===== src/rtl/itoa_pkg.sv =====
`default_nettype none

package itoa_pkg;

  // Radix selector kept while an item is converted
  typedef logic [1:0] radix_t;

  localparam radix_t RadixBin = 2'd0;
  localparam radix_t RadixOct = 2'd1;
  localparam radix_t RadixDec = 2'd2;
  localparam radix_t RadixHex = 2'd3;

  // Requested base codes on the input
  localparam logic [4:0] BaseBin = 5'd2;
  localparam logic [4:0] BaseOct = 5'd8;
  localparam logic [4:0] BaseDec = 5'd10;
  localparam logic [4:0] BaseHex = 5'd16;

  localparam logic [7:0] CharZero  = 8'h30;
  localparam logic [7:0] CharA     = 8'h41;
  localparam logic [7:0] CharMinus = 8'h2d;
  localparam logic [7:0] CharNul   = 8'h00;

  // Digit counts of a full 32-bit word per radix
  localparam logic [5:0] DigitsBin = 6'd32;
  localparam logic [5:0] DigitsOct = 6'd11;
  localparam logic [5:0] DigitsDec = 6'd10;
  localparam logic [5:0] DigitsHex = 6'd8;

  function automatic logic [7:0] digit_char(input logic [3:0] d);
    logic [7:0] c;
    if (d < 4'd10) begin
      c = CharZero + {4'b0, d};
    end else begin
      c = CharA + {4'b0, d} - 8'd10;
    end
    return c;
  endfunction

endpackage

`default_nettype wire


===== src/rtl/integer_to_ascii_digits.sv =====
`default_nettype none

// Channel    Dir  Handshake                        Payload
// s_axis     in   s_axis_tvalid_i/s_axis_tready_o  tdata: value[31:0], base[36:32]
// m_axis     out  m_axis_tvalid_o/m_axis_tready_i  tdata: character; tlast; tuser: bad_base
//
// One number at a time: base 10 first runs a bit-serial double-dabble over all 32 value bits,
// then leading zero digits drop one per cycle and one character leaves per cycle.
// Base 10 puts a minus sign before a negative number; an unsupported base yields one error item.
// Output stalls hold the emit step; the next number is taken while the last item waits.
// Reset is asynchronous, active low, and clears control state only.
module integer_to_ascii_digits (
  input  wire         clk_i,
  input  wire         rst_ni,
  input  wire         s_axis_tvalid_i,
  output logic        s_axis_tready_o,
  input  wire  [39:0] s_axis_tdata_i,   // [31:0] value, [36:32] base, [39:37] zero
  output logic        m_axis_tvalid_o,
  input  wire         m_axis_tready_i,
  output logic [7:0]  m_axis_tdata_o,   // [7:0] character
  output logic        m_axis_tlast_o,
  output logic        m_axis_tuser_o    // [0] bad_base
);

  localparam logic [2:0] StIdle = 3'd0;
  localparam logic [2:0] StConv = 3'd1;
  localparam logic [2:0] StSkip = 3'd2;
  localparam logic [2:0] StSign = 3'd3;
  localparam logic [2:0] StEmit = 3'd4;
  localparam logic [2:0] StErr  = 3'd5;

  logic [2:0]             state_q, state_d;
  logic [5:0]             cnt_q, cnt_d;
  itoa_pkg::radix_t       radix_q, radix_d;
  logic                   neg_q, neg_d;
  logic [39:0]            sh_q, sh_d;
  logic [31:0]            bin_q, bin_d;
  logic                   ov_q, ov_d;
  logic [7:0]             oc_q, oc_d;
  logic                   ol_q, ol_d;
  logic                   ob_q, ob_d;

  logic        in_acc;
  logic        can_load;
  logic [31:0] in_value;
  logic [4:0]  in_base;
  logic [31:0] mag;
  logic [3:0]  top_digit;
  logic [39:0] sh_next;
  logic [39:0] bcd_adj;

  assign in_value = s_axis_tdata_i[31:0];
  assign in_base  = s_axis_tdata_i[36:32];

  assign s_axis_tready_o = (state_q == StIdle);
  assign in_acc          = s_axis_tvalid_i && s_axis_tready_o;
  assign can_load        = !ov_q || m_axis_tready_i;

  assign mag = in_value[31] ? (~in_value + 32'd1) : in_value;

  always_comb begin
    case (radix_q)
      itoa_pkg::RadixBin: begin
        top_digit = {3'b0, sh_q[39]};
        sh_next   = {sh_q[38:0], 1'b0};
      end
      itoa_pkg::RadixOct: begin
        top_digit = {1'b0, sh_q[39:37]};
        sh_next   = {sh_q[36:0], 3'b0};
      end
      default: begin
        top_digit = sh_q[39:36];
        sh_next   = {sh_q[35:0], 4'b0};
      end
    endcase
  end

  // Add 3 to every BCD digit of 5 or more before the shift
  always_comb begin
    for (int i = 0; i < 10; i++) begin
      bcd_adj[i*4 +: 4] = (sh_q[i*4 +: 4] >= 4'd5) ? (sh_q[i*4 +: 4] + 4'd3)
                                                    : sh_q[i*4 +: 4];
    end
  end

  always_comb begin
    state_d = state_q;
    cnt_d   = cnt_q;
    radix_d = radix_q;
    neg_d   = neg_q;
    sh_d    = sh_q;
    bin_d   = bin_q;
    ov_d    = ov_q;
    oc_d    = oc_q;
    ol_d    = ol_q;
    ob_d    = ob_q;

    // Drop the item once taken; a load below overrides this
    if (ov_q && m_axis_tready_i) begin
      ov_d = 1'b0;
    end

    case (state_q)
      StIdle: begin
        if (in_acc) begin
          neg_d = 1'b0;
          if (in_base == itoa_pkg::BaseBin) begin
            radix_d = itoa_pkg::RadixBin;
            sh_d    = {in_value, 8'b0};
            cnt_d   = itoa_pkg::DigitsBin;
            state_d = StSkip;
          end else if (in_base == itoa_pkg::BaseOct) begin
            radix_d = itoa_pkg::RadixOct;
            sh_d    = {1'b0, in_value, 7'b0};
            cnt_d   = itoa_pkg::DigitsOct;
            state_d = StSkip;
          end else if (in_base == itoa_pkg::BaseHex) begin
            radix_d = itoa_pkg::RadixHex;
            sh_d    = {in_value, 8'b0};
            cnt_d   = itoa_pkg::DigitsHex;
            state_d = StSkip;
          end else if (in_base == itoa_pkg::BaseDec) begin
            radix_d = itoa_pkg::RadixDec;
            neg_d   = in_value[31];
            bin_d   = mag;
            sh_d    = '0;
            cnt_d   = 6'd32;
            state_d = StConv;
          end else begin
            state_d = StErr;
          end
        end
      end
      StConv: begin
        sh_d  = {bcd_adj[38:0], bin_q[31]};
        bin_d = {bin_q[30:0], 1'b0};
        cnt_d = cnt_q - 6'd1;
        if (cnt_q == 6'd1) begin
          cnt_d   = itoa_pkg::DigitsDec;
          state_d = StSkip;
        end
      end
      StSkip: begin
        if (top_digit == 4'd0 && cnt_q > 6'd1) begin
          sh_d  = sh_next;
          cnt_d = cnt_q - 6'd1;
        end else begin
          state_d = neg_q ? StSign : StEmit;
        end
      end
      StSign: begin
        if (can_load) begin
          ov_d    = 1'b1;
          oc_d    = itoa_pkg::CharMinus;
          ol_d    = 1'b0;
          ob_d    = 1'b0;
          state_d = StEmit;
        end
      end
      StEmit: begin
        if (can_load) begin
          ov_d  = 1'b1;
          oc_d  = itoa_pkg::digit_char(top_digit);
          ol_d  = (cnt_q == 6'd1);
          ob_d  = 1'b0;
          sh_d  = sh_next;
          cnt_d = cnt_q - 6'd1;
          if (cnt_q == 6'd1) begin
            state_d = StIdle;
          end
        end
      end
      StErr: begin
        if (can_load) begin
          ov_d    = 1'b1;
          oc_d    = itoa_pkg::CharNul;
          ol_d    = 1'b1;
          ob_d    = 1'b1;
          state_d = StIdle;
        end
      end
      default: begin
        state_d = StIdle;
      end
    endcase
  end

  always_ff @(posedge clk_i or negedge rst_ni) begin
    if (!rst_ni) begin
      state_q <= StIdle;
      cnt_q   <= '0;
      radix_q <= itoa_pkg::RadixBin;
      neg_q   <= 1'b0;
      ov_q    <= 1'b0;
    end else begin
      state_q <= state_d;
      cnt_q   <= cnt_d;
      radix_q <= radix_d;
      neg_q   <= neg_d;
      ov_q    <= ov_d;
    end
  end

  always_ff @(posedge clk_i) begin
    sh_q  <= sh_d;
    bin_q <= bin_d;
    oc_q  <= oc_d;
    ol_q  <= ol_d;
    ob_q  <= ob_d;
  end

  assign m_axis_tvalid_o = ov_q;
  assign m_axis_tdata_o  = oc_q;
  assign m_axis_tlast_o  = ol_q;
  assign m_axis_tuser_o  = ob_q;

  a_err_is_last: assert property (@(posedge clk_i) disable iff (!rst_ni)
    (ov_q && ob_q) |-> ol_q)
    else $error("error item not marked last");

  a_accept_leaves_idle: assert property (@(posedge clk_i) disable iff (!rst_ni)
    in_acc |=> (state_q != StIdle))
    else $error("accepted item did not start conversion");

  a_emit_count: assert property (@(posedge clk_i) disable iff (!rst_ni)
    (state_q == StEmit || state_q == StConv || state_q == StSkip) |-> (cnt_q != 6'd0))
    else $error("digit counter ran out while busy");

  a_sign_dec_only: assert property (@(posedge clk_i) disable iff (!rst_ni)
    (state_q == StSign) |-> (radix_q == itoa_pkg::RadixDec))
    else $error("minus sign outside base 10");

endmodule

`default_nettype wire

===== config.mk =====
export PLATFORM = sky130hd
export DESIGN_NAME = integer_to_ascii_digits
export DESIGN_NICKNAME = d
export VERILOG_FILES = /design/src/rtl/itoa_pkg.sv /design/src/rtl/integer_to_ascii_digits.sv
export SDC_FILE = /design/constraint.sdc
export NUM_CORES = 1
export LEC_CHECK = 0
export BUFFER_PORTS_ARGS = -buffer_cell sky130_fd_sc_hd__buf_2
export CAP_MARGIN = 30
export CORE_ASPECT_RATIO = 0.9
export CORE_UTILIZATION = 57
export CTS_BUF_LIST = sky130_fd_sc_hd__clkbuf_4 sky130_fd_sc_hd__clkbuf_8
export DETAILED_ROUTE_END_ITERATION = 16
export HOLD_SLACK_MARGIN = 0.15
export PLACE_DENSITY = 0.89
export SYNTH_ARGS = -nofsm -noshare
export SYNTH_HDL_FRONTEND = slang
export SYNTH_SLANG_ARGS = --single-unit

===== constraint.sdc =====
create_clock -name clk_i -period 2.64 [get_ports clk_i]
set_clock_uncertainty 0.2 [all_clocks]
set_input_delay 0.528 -clock clk_i [delete_from_list [all_inputs] [get_ports clk_i]]
set_output_delay 0.528 -clock clk_i [all_outputs]
set_load 0.05 [all_outputs]

* Yosys cells after proc, flatten, opt, wreduce, memory -nomap -nowiden
Index checks and enable logic that the tools add are counted.
** Storage, ports and cells
- Output and inout bits :: 12
- Word-level logic and storage cells :: 155
- Register bits :: 95
- Input bits :: 44
** Operators by class
- Bitwise operators :: 1
- Order comparisons :: 12
- Multiplexer cells :: 70
- Eq/ne operators :: 25
- Add/sub/neg operators :: 15
- Reductions and logical operators :: 22
** Operators by type and width (count)
- 2-to-1 mux 40 bit :: 7
- 2-to-1 mux 32 bit :: 6
- one-hot mux 40 bit (4 select lines) :: 1
- one-hot mux 40 bit (2 select lines) :: 1
- one-hot mux 32 bit (2 select lines) :: 1
- 2-to-1 mux 6 bit :: 8
- greater-or-equal comparator 4 x 3 -> 1 bit (second input constant) :: 10
- 2-to-1 mux 3 bit :: 13
- adder 4 x 2 -> 4 bit (second input constant) :: 9
- 2-to-1 mux 4 bit :: 9
- adder 32 x 1 -> 32 bit (second input constant) :: 1
- 2-to-1 mux 8 bit :: 4
- NOT 32 bit :: 1
- one-hot mux 6 bit (4 select lines) :: 1
- one-hot mux 8 bit (3 select lines) :: 1
- inequality test 2 bit (second input constant) :: 10
- one-hot mux 3 bit (6 select lines) :: 1
- equality test 5 x 4 -> 1 bit (second input constant) :: 2
- 2-to-1 mux 1 bit :: 10
- adder 7 x 4 -> 8 bit (first input constant) :: 1
- 2-to-1 mux 2 bit :: 4
- one-hot mux 4 bit (2 select lines) :: 1
- nonzero test 4 bit :: 2
- subtractor 8 x 4 -> 8 bit (second input constant) :: 1
- 32 further kinds :: 40

* Logic depth before layout (Yosys ltp)
Gate-level depths: netlist of the first run.
- Word-level depth :: 9
- Mapped depth :: 10
- Depth with buffers taken out :: 8

* Least setup slack after synthesis of the first run
OpenSTA, ideal clock, no wires.
- Path type :: register -> register
- From :: reg state_q[0]
- To :: reg bin_q[0], enable pin
- Clock period less this slack :: 3668 ps
- Library setup time :: 389 ps
- Required time :: 2051 ps
- Cell stages (with the launch flop) :: 7
- Data arrival time :: 3078 ps
- Setup slack :: -1028 ps
- Path buffers :: 1
- Path through :: dfrtp_1 > buf_4 > nor3_1 > nand2_1 > nor3_1 > nand4b_1 > nand2_1
** Between the ends
- Longest elaborated chain between the ends :: 4
- Elaborated cells on any way between the ends :: 10
- Those cells by class :: eq/ne (6); reduce/logical (4)
** Ends and longest elaborated chain
- start: declaration :: RTL line integer_to_ascii_digits.sv:32 : logic [2:0] state_q, state_d;
- start signal: assignment :: RTL line integer_to_ascii_digits.sv:190 : state_q <= StIdle;
- start signal: assignment :: RTL line integer_to_ascii_digits.sv:196 : state_q <= state_d;
- logical NOT 3 bit (*) :: RTL line integer_to_ascii_digits.sv:55 : assign s_axis_tready_o = (state_q == StIdle);
- named net s_axis_tready_o :: RTL line integer_to_ascii_digits.sv:16 : output logic s_axis_tready_o,
- logical AND 1 bit :: RTL line integer_to_ascii_digits.sv:56 : assign in_acc = s_axis_tvalid_i && s_axis_tready_o;
- inequality test 2 x 1 -> 1 bit (no line)
- AND reduction 6 bit (no line) (*)
- end signal: assignment :: RTL line integer_to_ascii_digits.sv:206 : bin_q <= bin_d;
- end: declaration :: RTL line integer_to_ascii_digits.sv:37 : logic [31:0] bin_q, bin_d;
Mark *: on every way through the listed nets, which the timed path passes. The rest lies on a longest branch.
A chain may end at the register's enable or synchronous reset.

* Worst setup path in the final report of the first run
- From :: reg sh_q[37]
- To :: reg sh_q[20], enable pin
** Between the ends
- Longest elaborated chain between the ends :: 5
** Ends and longest elaborated chain
- start: declaration :: RTL line integer_to_ascii_digits.sv:36 : logic [39:0] sh_q, sh_d;
- start signal: assignment :: RTL line integer_to_ascii_digits.sv:205 : sh_q <= sh_d;
- one-hot mux 4 bit (2 select lines) :: RTL line integer_to_ascii_digits.sv:62 : case (radix_q)
- logical NOT 4 bit :: RTL line integer_to_ascii_digits.sv:144 : if (top_digit == 4'd0 && cnt_q > 6'd1) begin
- logical AND 1 bit :: RTL line integer_to_ascii_digits.sv:144
- inequality test 2 bit (no line)
- AND reduction 5 bit (no line)
Every way passes these cells.

==> results.json, run 1 <==
{
  "max_clock_freq_ghz": 0.403,
  "placed_area_um2": 7720,
  "start_kind": "flop",
  "worstHoldEndpoint": "m_axis_tvalid_o",
  "seqPwrFrac_pct": 33.5,
  "rsz0062_at_grt": "no",
  "yosysMostFrequentCell": "edfxtp_1",
  "dieArea_um2": 12900,
  "maxCapViolCount": 0,
  "power_switching_mw": 4.54,
  "syn_nets": 846,
  "ir_drop_uv": 545,
  "async_reset_ff_share_pct": 13.8,
  "wl_per_cell_um": 17.7,
  "arrival_ns": 2.37,
  "grt-ovfl-total": 0,
  "p_sw_share_pct": 44.3,
  "min_path_cells": 3,
  "clock-sinks": 94,
  "die_h_um": 108,
  "synth_flop_cell": "edfxtp_1",
  "post_cts_buffers": 0,
  "postSynthCellCount": 778,
  "synth_top_area_cell": "edfxtp_1",
  "post_route_cells_drive_above_1_share_pct": 16.0,
  "io_pins": 56,
  "ys_ff_latch": 94,
  "core_area_um2": 12100,
  "synth_cell_types": 66,
  "clock_latency_ns": 0.38,
  "clkTransAtPathRegs_ns": 0.09,
  "place_hpwl_um": 11800,
  "crit_path_max_fanout": 18,
  "grt_pass1_wl_um": 29000,
  "r2r_end": "sh_q[20]",
  "end_kind": "flop",
  "syn_area_um2": 7070,
  "area_growth_pct": 13.1,
  "rr_startpoint": "sh_q[37]",
  "synth_warnings": 0,
  "p_leak_nw": 2.95,
  "synth.avg_cell_area_um2": 9.09,
  "setup_viol": 0,
  "drc": 0,
  "diodes": 0,
  "r2r_slack_ns": 0.16,
  "pwr-share-clk_pct": 12.0,
  "crit_chain": "mux2i_1 -> nor2_1 -> a21oi_1 -> ha_2 -> o221ai_4 -> nor3_4 -> or2_2 -> buf_6",
  "fill_cells": 949,
  "portBuffers": 51,
  "ctsHtreeMaxLevel": 3,
  "timing.critical_path.buf_inv": 1,
  "relSlewSlack_pct": 59.0,
  "multi_input_area_um2": 4010,
  "drtIter0Drc": 839,
  "crit_family": "flip-flops",
  "drt_first_pass_iters": 6,
  "setup_tns_ns": 0,
  "power_frac_comb_pct": 54.6,
  "synth_top_area_share_pct": 34.4,
  "hold_viol_final": 0,
  "clock-root-buffer": "clkbuf_8",
  "hp-start": "m_axis_tready_i",
  "maxSlewViolCount": 0,
  "period_share_pct": 93.9,
  "final-seq-area_um2": 2760,
  "gp_congestion": 0.861,
  "power_density_nw_per_um2": 1280,
  "cpPeakStageDelay_ns": 0.48,
  "seq_area_frac_synth_pct": 39.0,
  "tightest_slew_ns": 0.610,
  "track_usage_pct": 28.5,
  "nets": 898,
  "dr_total_vias": 6395,
  "fin_crit_ns": 2.48,
  "synth_edf_count": 81,
  "cts_buffers": 9,
  "critical-path-slowest-cell": "edfxtp_1",
  "ant_nets": 0,
  "hold_path.class": "input port to flop",
  "grt_pass1_vias": 5824,
  "ys_top_cells_by_area": "edfxtp_1 34%, mux2i_1 6.1%, a21oi_1 5.2%",
  "worstSetupPathType": "flop to flop",
  "synth_common_cells": "81 x edfxtp_1, 73 x a21oi_1, 73 x nand2_1, 72 x o21ai_0, 60 x nor2_1",
  "cts_tree": "done",
  "rr_worst_depth": 8,
  "vias_per_cell": 6.43,
  "start_util_pct": 58.5,
  "clk_path_buf_depth": 2,
  "grt_max_degree": 55,
  "antenna_found_initial": 0,
  "status": "finished clean",
  "drt_wl_total_um": 17600,
  "intPower_mw": 5.71,
  "critPathRequiredTime_ns": 2.53,
  "chipWidth_um": 119,
  "final_cell_area_um2": 8000,
  "fp-row-count": 38
}
[cells by family after synthesis]
logic type | Yosys count | synth area share (%)
AOI/OAI and AO/OA | 258 | 23.9
and+or+nand+nor | 227 | 15.9
DFF | 94 | 39.0
buffers and inverters | 84 | 4.85
xor gates and xnor gates | 45 | 5.58
muxes | 45 | 6.46
adders and majority gates | 24 | 4.25
other | 1 | 0.0530
[worst max path at each step]
| stage | endpoint | startpoint | cells past startpoint | slack (ns) |
|---|---|---|---|---|
| floorplan | cnt_q[1] | radix_q[0] | 10 | 0.02 |
| global placement | bin_q[30] | s_axis_tdata_i[27] | 6 | 0.05 |
| detailed placement | bin_q[30] | s_axis_tdata_i[27] | 6 | 0.03 |
| CTS | sh_q[19] | sh_q[37] | 8 | 0.11 |
| global route | sh_q[7] | sh_q[37] | 8 | 0.03 |
| finish | sh_q[20] | sh_q[37] | 8 | 0.16 |
[stage by stage]
| stage | instances | hold WS, ns | util [%] | power [mW] | setup WS (ns) |
|---|---|---|---|---|---|
| floorplan | 778 | 0.0324 | - | 7.35 | 0.0168 |
| global placement | 978 | 0.236 | 64.0 | 8.65 | 0.0455 |
| detailed placement | 978 | 0.239 | 64.0 | 8.88 | 0.0308 |
| CTS | 995 | 0.258 | 66.2 | 10.2 | 0.109 |
| global route | 995 | 0.304 | 66.2 | 11.0 | 0.0255 |
| finish | 995 | 0.270 | 66.2 | 10.2 | 0.160 |
[area by class of cell]
class	count	share of cell area [%]
clock buffer	13	2.08
clock inverter	3	1.13
timing repair buffer	96	8.28
sequential	94	34.5
multi-input combinational	600	50.1
inverter	29	1.36
tap	160	2.50
[state kept, by name, summed over array words and instances (netlist names), 2 cells and up]
register / cells
bin_q: 32
cnt_q: 6
m_axis_tdata_o: 7
radix_q: 2
sh_q: 40
state_q: 3
[placed cells by master, fill, tap and decap left out, types with 3 or more instances in the layout]
master / n
a21oi_1: 72
a221o_1: 27
a22o_1: 7
a22oi_1: 9
and2_1: 3
buf_12: 5
buf_2: 51
buf_4: 38
bufinv_16: 3
clkbuf_8: 11
dfrtp_1: 11
edfxtp_1: 81
ha_1: 23
inv_1: 28
mux2i_1: 43
nand2_1: 72
nand2b_1: 16
nand3_1: 11
nor2_1: 59
nor2b_1: 4
nor3_1: 12
nor3_4: 3
nor3b_1: 15
nor4_1: 6
o211ai_1: 8
o21ai_0: 72
o22ai_1: 21
o31ai_1: 8
o32ai_1: 5
o41ai_1: 9
or3_1: 7
or4_1: 3
xnor2_1: 16
xor2_1: 29
[per-layer routing]
| metal | vias up | wire (um) | track usage [%] |
|---|---|---|---|
| met5 | - | 0 | 0 |
| met4 | 0 | 450 | 9.46 |
| met3 | 53 | 1490 | 5.72 |
| met2 | 317 | 8080 | 46.0 |
| met1 | 3003 | 7580 | 38.4 |
| li1 | 3022 | - | - |
[tightest hold or removal path: stages]
cell and delay (ns):
buf_2 0.08, nand2b_1 0.14, nand2_1 0.06
[power by group through the flow]
| stage | combinational [mW] | clock (mW) | sequential [mW] |
|---|---|---|---|
| final | 5.59 | 1.23 | 3.43 |
| after global routing | 6.16 | 1.29 | 3.52 |
| after CTS | 5.54 | 1.24 | 3.40 |
| after detailed placement | 5.47 | 0 | 3.41 |
| after global placement | 5.27 | 0 | 3.38 |
| after floorplan | 3.92 | 0 | 3.42 |
[repair_timing]
item,CTS,global route
hold buffers,1,0
endpoints found under the hold margin,13,0
setup endpoints to repair,0,18
gates resized for setup,0,1
(Power assumes the default switching activity.)
==> run 2, diff against run 1 <==
--- a/config.mk
+++ b/config.mk
@@ -8,11 +8,12 @@
 export BUFFER_PORTS_ARGS = -buffer_cell sky130_fd_sc_hd__buf_2
 export CAP_MARGIN = 30
 export CORE_ASPECT_RATIO = 0.9
-export CORE_UTILIZATION = 57
+export CORE_UTILIZATION = 38
 export CTS_BUF_LIST = sky130_fd_sc_hd__clkbuf_4 sky130_fd_sc_hd__clkbuf_8
 export DETAILED_ROUTE_END_ITERATION = 16
 export HOLD_SLACK_MARGIN = 0.15
-export PLACE_DENSITY = 0.89
+export PLACE_DENSITY = 0.67
+export RECOVER_POWER = 100
 export SYNTH_ARGS = -nofsm -noshare
 export SYNTH_HDL_FRONTEND = slang
 export SYNTH_SLANG_ARGS = --single-unit
==> run 2 against run 1 <==
Effect of this change: maximum frequency grew 1.8%; global-route usage shrank 9.3 points; critical path depth is the same; clock power shrank 32%; hold slack gained 0.013 ns; combinational power shrank 3%; non-clock buffer count is the same; die area grew 49%; design area shrank 1.1%; first-iteration DRC count shrank 61%; flip-flop and latch count is the same; critical endpoint is now cnt_q[2].
==> results.json, run 2 (synthesis results as in run 1) <==
{
  "arrival_ns": 2.51,
  "dieArea_um2": 19200,
  "setup_viol": 0,
  "placed_cells": 1058,
  "setup_tns_ns": 0,
  "fin_util_pct": 44.2,
  "hold_ws_ns": 0.283,
  "max_clock_freq_ghz": 0.410,
  "drt_first_pass_iters": 5,
  "area_growth_pct": 11.8,
  "relSlewSlack_pct": 46.1,
  "post_cts_buffers": 0,
  "period_share_pct": 92.3,
  "diodes": 0,
  "clock-sinks": 94,
  "start_kind": "flop",
  "final_common_cell": "edfxtp_1",
  "crit_family": "compound AO/OA/AOI/OAI gates",
  "crit_chain": "nor2b_1 -> a22oi_1 -> ha_2 -> o221ai_2 -> nor3_4 -> clkbuf_1 -> o22ai_1 -> a22o_1",
  "cpPeakStageDelay_ns": 0.54,
  "fill_cells": 1773,
  "grt-ovfl-total": 0,
  "wl_per_cell_um": 16.5,
  "drtIter0Drc": 331,
  "hold_path.class": "input port to flop",
  "clock-root-buffer": "clkbuf_8",
  "start_util_pct": 39.5,
  "cts_buffers": 9,
  "dr_total_vias": 6085,
  "core_area_um2": 17900,
  "tightest_slew_ns": 0.809,
  "vias_per_cell": 5.68,
  "critical-path-slowest-cell": "dfrtp_1",
  "ant_nets": 0,
  "clk_path_buf_depth": 2,
  "die_h_um": 131,
  "track_usage_pct": 19.2,
  "io_pins": 56,
  "p_leak_nw": 2.82,
  "hold_viol_final": 0,
  "fin_crit_ns": 2.44,
  "maxCapViolCount": 0,
  "clock_latency_ns": 0.38,
  "finalNonFillerCells": 1072,
  "ir_drop_uv": 485,
  "power_density_nw_per_um2": 1220,
  "grt_max_degree": 55,
  "nets": 898,
  "largest_reg_flops": 40,
  "portBuffers": 51,
  "grt_pass1_vias": 5692,
  "drt_wl_total_um": 17700,
  "critPathRequiredTime_ns": 2.71,
  "fp-row-count": 46,
  "largest-register": "sh_q",
  "status": "finished clean",
  "cts_tree": "done",
  "drc": 0,
  "grt_pass1_wl_um": 29500,
  "antenna_found_initial": 0,
  "maxSlewViolCount": 0,
  "place_hpwl_um": 12500,
  "timing.critical_path.buf_inv": 1,
  "chipWidth_um": 146,
  "end_kind": "flop",
  "gp_congestion": 0.854,
  "mostFrequentLayoutCells": "81 x edfxtp_1, 73 x a21oi_1, 72 x nand2_1, 72 x o21ai_0, 60 x nor2_1",
  "rsz0062_at_grt": "no",
  "clkTransAtPathRegs_ns": 0.09,
  "post_route_cells_drive_above_1_share_pct": 12.4,
  "ctsHtreeMaxLevel": 3,
  "crit_path_max_fanout": 8,
  "worstSetupPathType": "flop to flop"
}
[run 2: cell count changes in the layout (fill, tap and decap cells not counted), moves of 3 or more]
cell       change
clkbuf_1      +21
buf_2         -14
bufinv_16      -3
buf_4         -11
[run 2: what timing repair did]
item / in CTS / in global routing
hold buffers: 1 / 0
endpoints found under the hold margin: 13 / 0
endpoints found under the setup margin: 0 / 14
resized for setup: 0 / 1
[run 2: cell type report]
cell class	instances	area [um^2]	area share, %
Clock buffer	9	124	1.57
Clock inverter	4	27.5	0.348
Inverter	29	109	1.38
Tap cell	240	300	3.80
Timing Repair Buffer	96	622	7.87
Multi-Input combinational cell	600	3960	50.1
Sequential cell	94	2760	34.9
[run 2: path summary, 6_finish.rpt]
check | start | slack (ns) | cells past startpoint | endpoint
worst max-delay path | radix_q[1] | 0.20 | 8 | cnt_q[2]
worst min-delay path | s_axis_tdata_i[32] | 0.28 | 3 | radix_q[1]
worst max register to register | radix_q[1] | 0.20 | 8 | cnt_q[2]
worst min register to register | bin_q[27] | 0.33 | 2 | bin_q[28]
max in group asynchronous | rst_ni | 1.14 | 2 | radix_q[0]
min in group asynchronous | rst_ni | 0.55 | 2 | radix_q[1]
[run 2: report_power, final]
part	switching (mW)	leakage (nW)	internal, mW
Clock	0.514	0.0808	0.327
Sequential	0.692	0.936	2.70
Combinational	3.20	1.81	2.24
Total	4.40	2.82	5.27
[run 2: through the flow]
| step | area [um^2] | setup WS (ns) | power [mW] |
|---|---|---|---|
| 4_1_cts | 8000 | 0.161 | 9.81 |
| 3_5_place_dp | 7840 | 0.0461 | 8.95 |
| 6_report | 7910 | 0.203 | 9.67 |
| 5_1_grt | 7910 | 0.0348 | 10.5 |
| 3_3_place_gp | 7840 | 0.0443 | 8.82 |
| 2_1_floorplan | 7100 | 0.0168 | 7.35 |
[run 2: per-layer routing]
metal / GRT usage, % / wire, um / vias to the layer above
li1: - / - / 3015
met1: 27.4 / 8650 / 2867
met2: 29.8 / 7810 / 194
met3: 3.54 / 1120 / 9
met4: 4.27 / 156 / 0
met5: 0 / 0 / -
[run 2: tightest hold or removal path: cells and delay by family]
kind | cells | cell delay, ns
compound gates | 2 | 0.17
buf+inv | 1 | 0.12
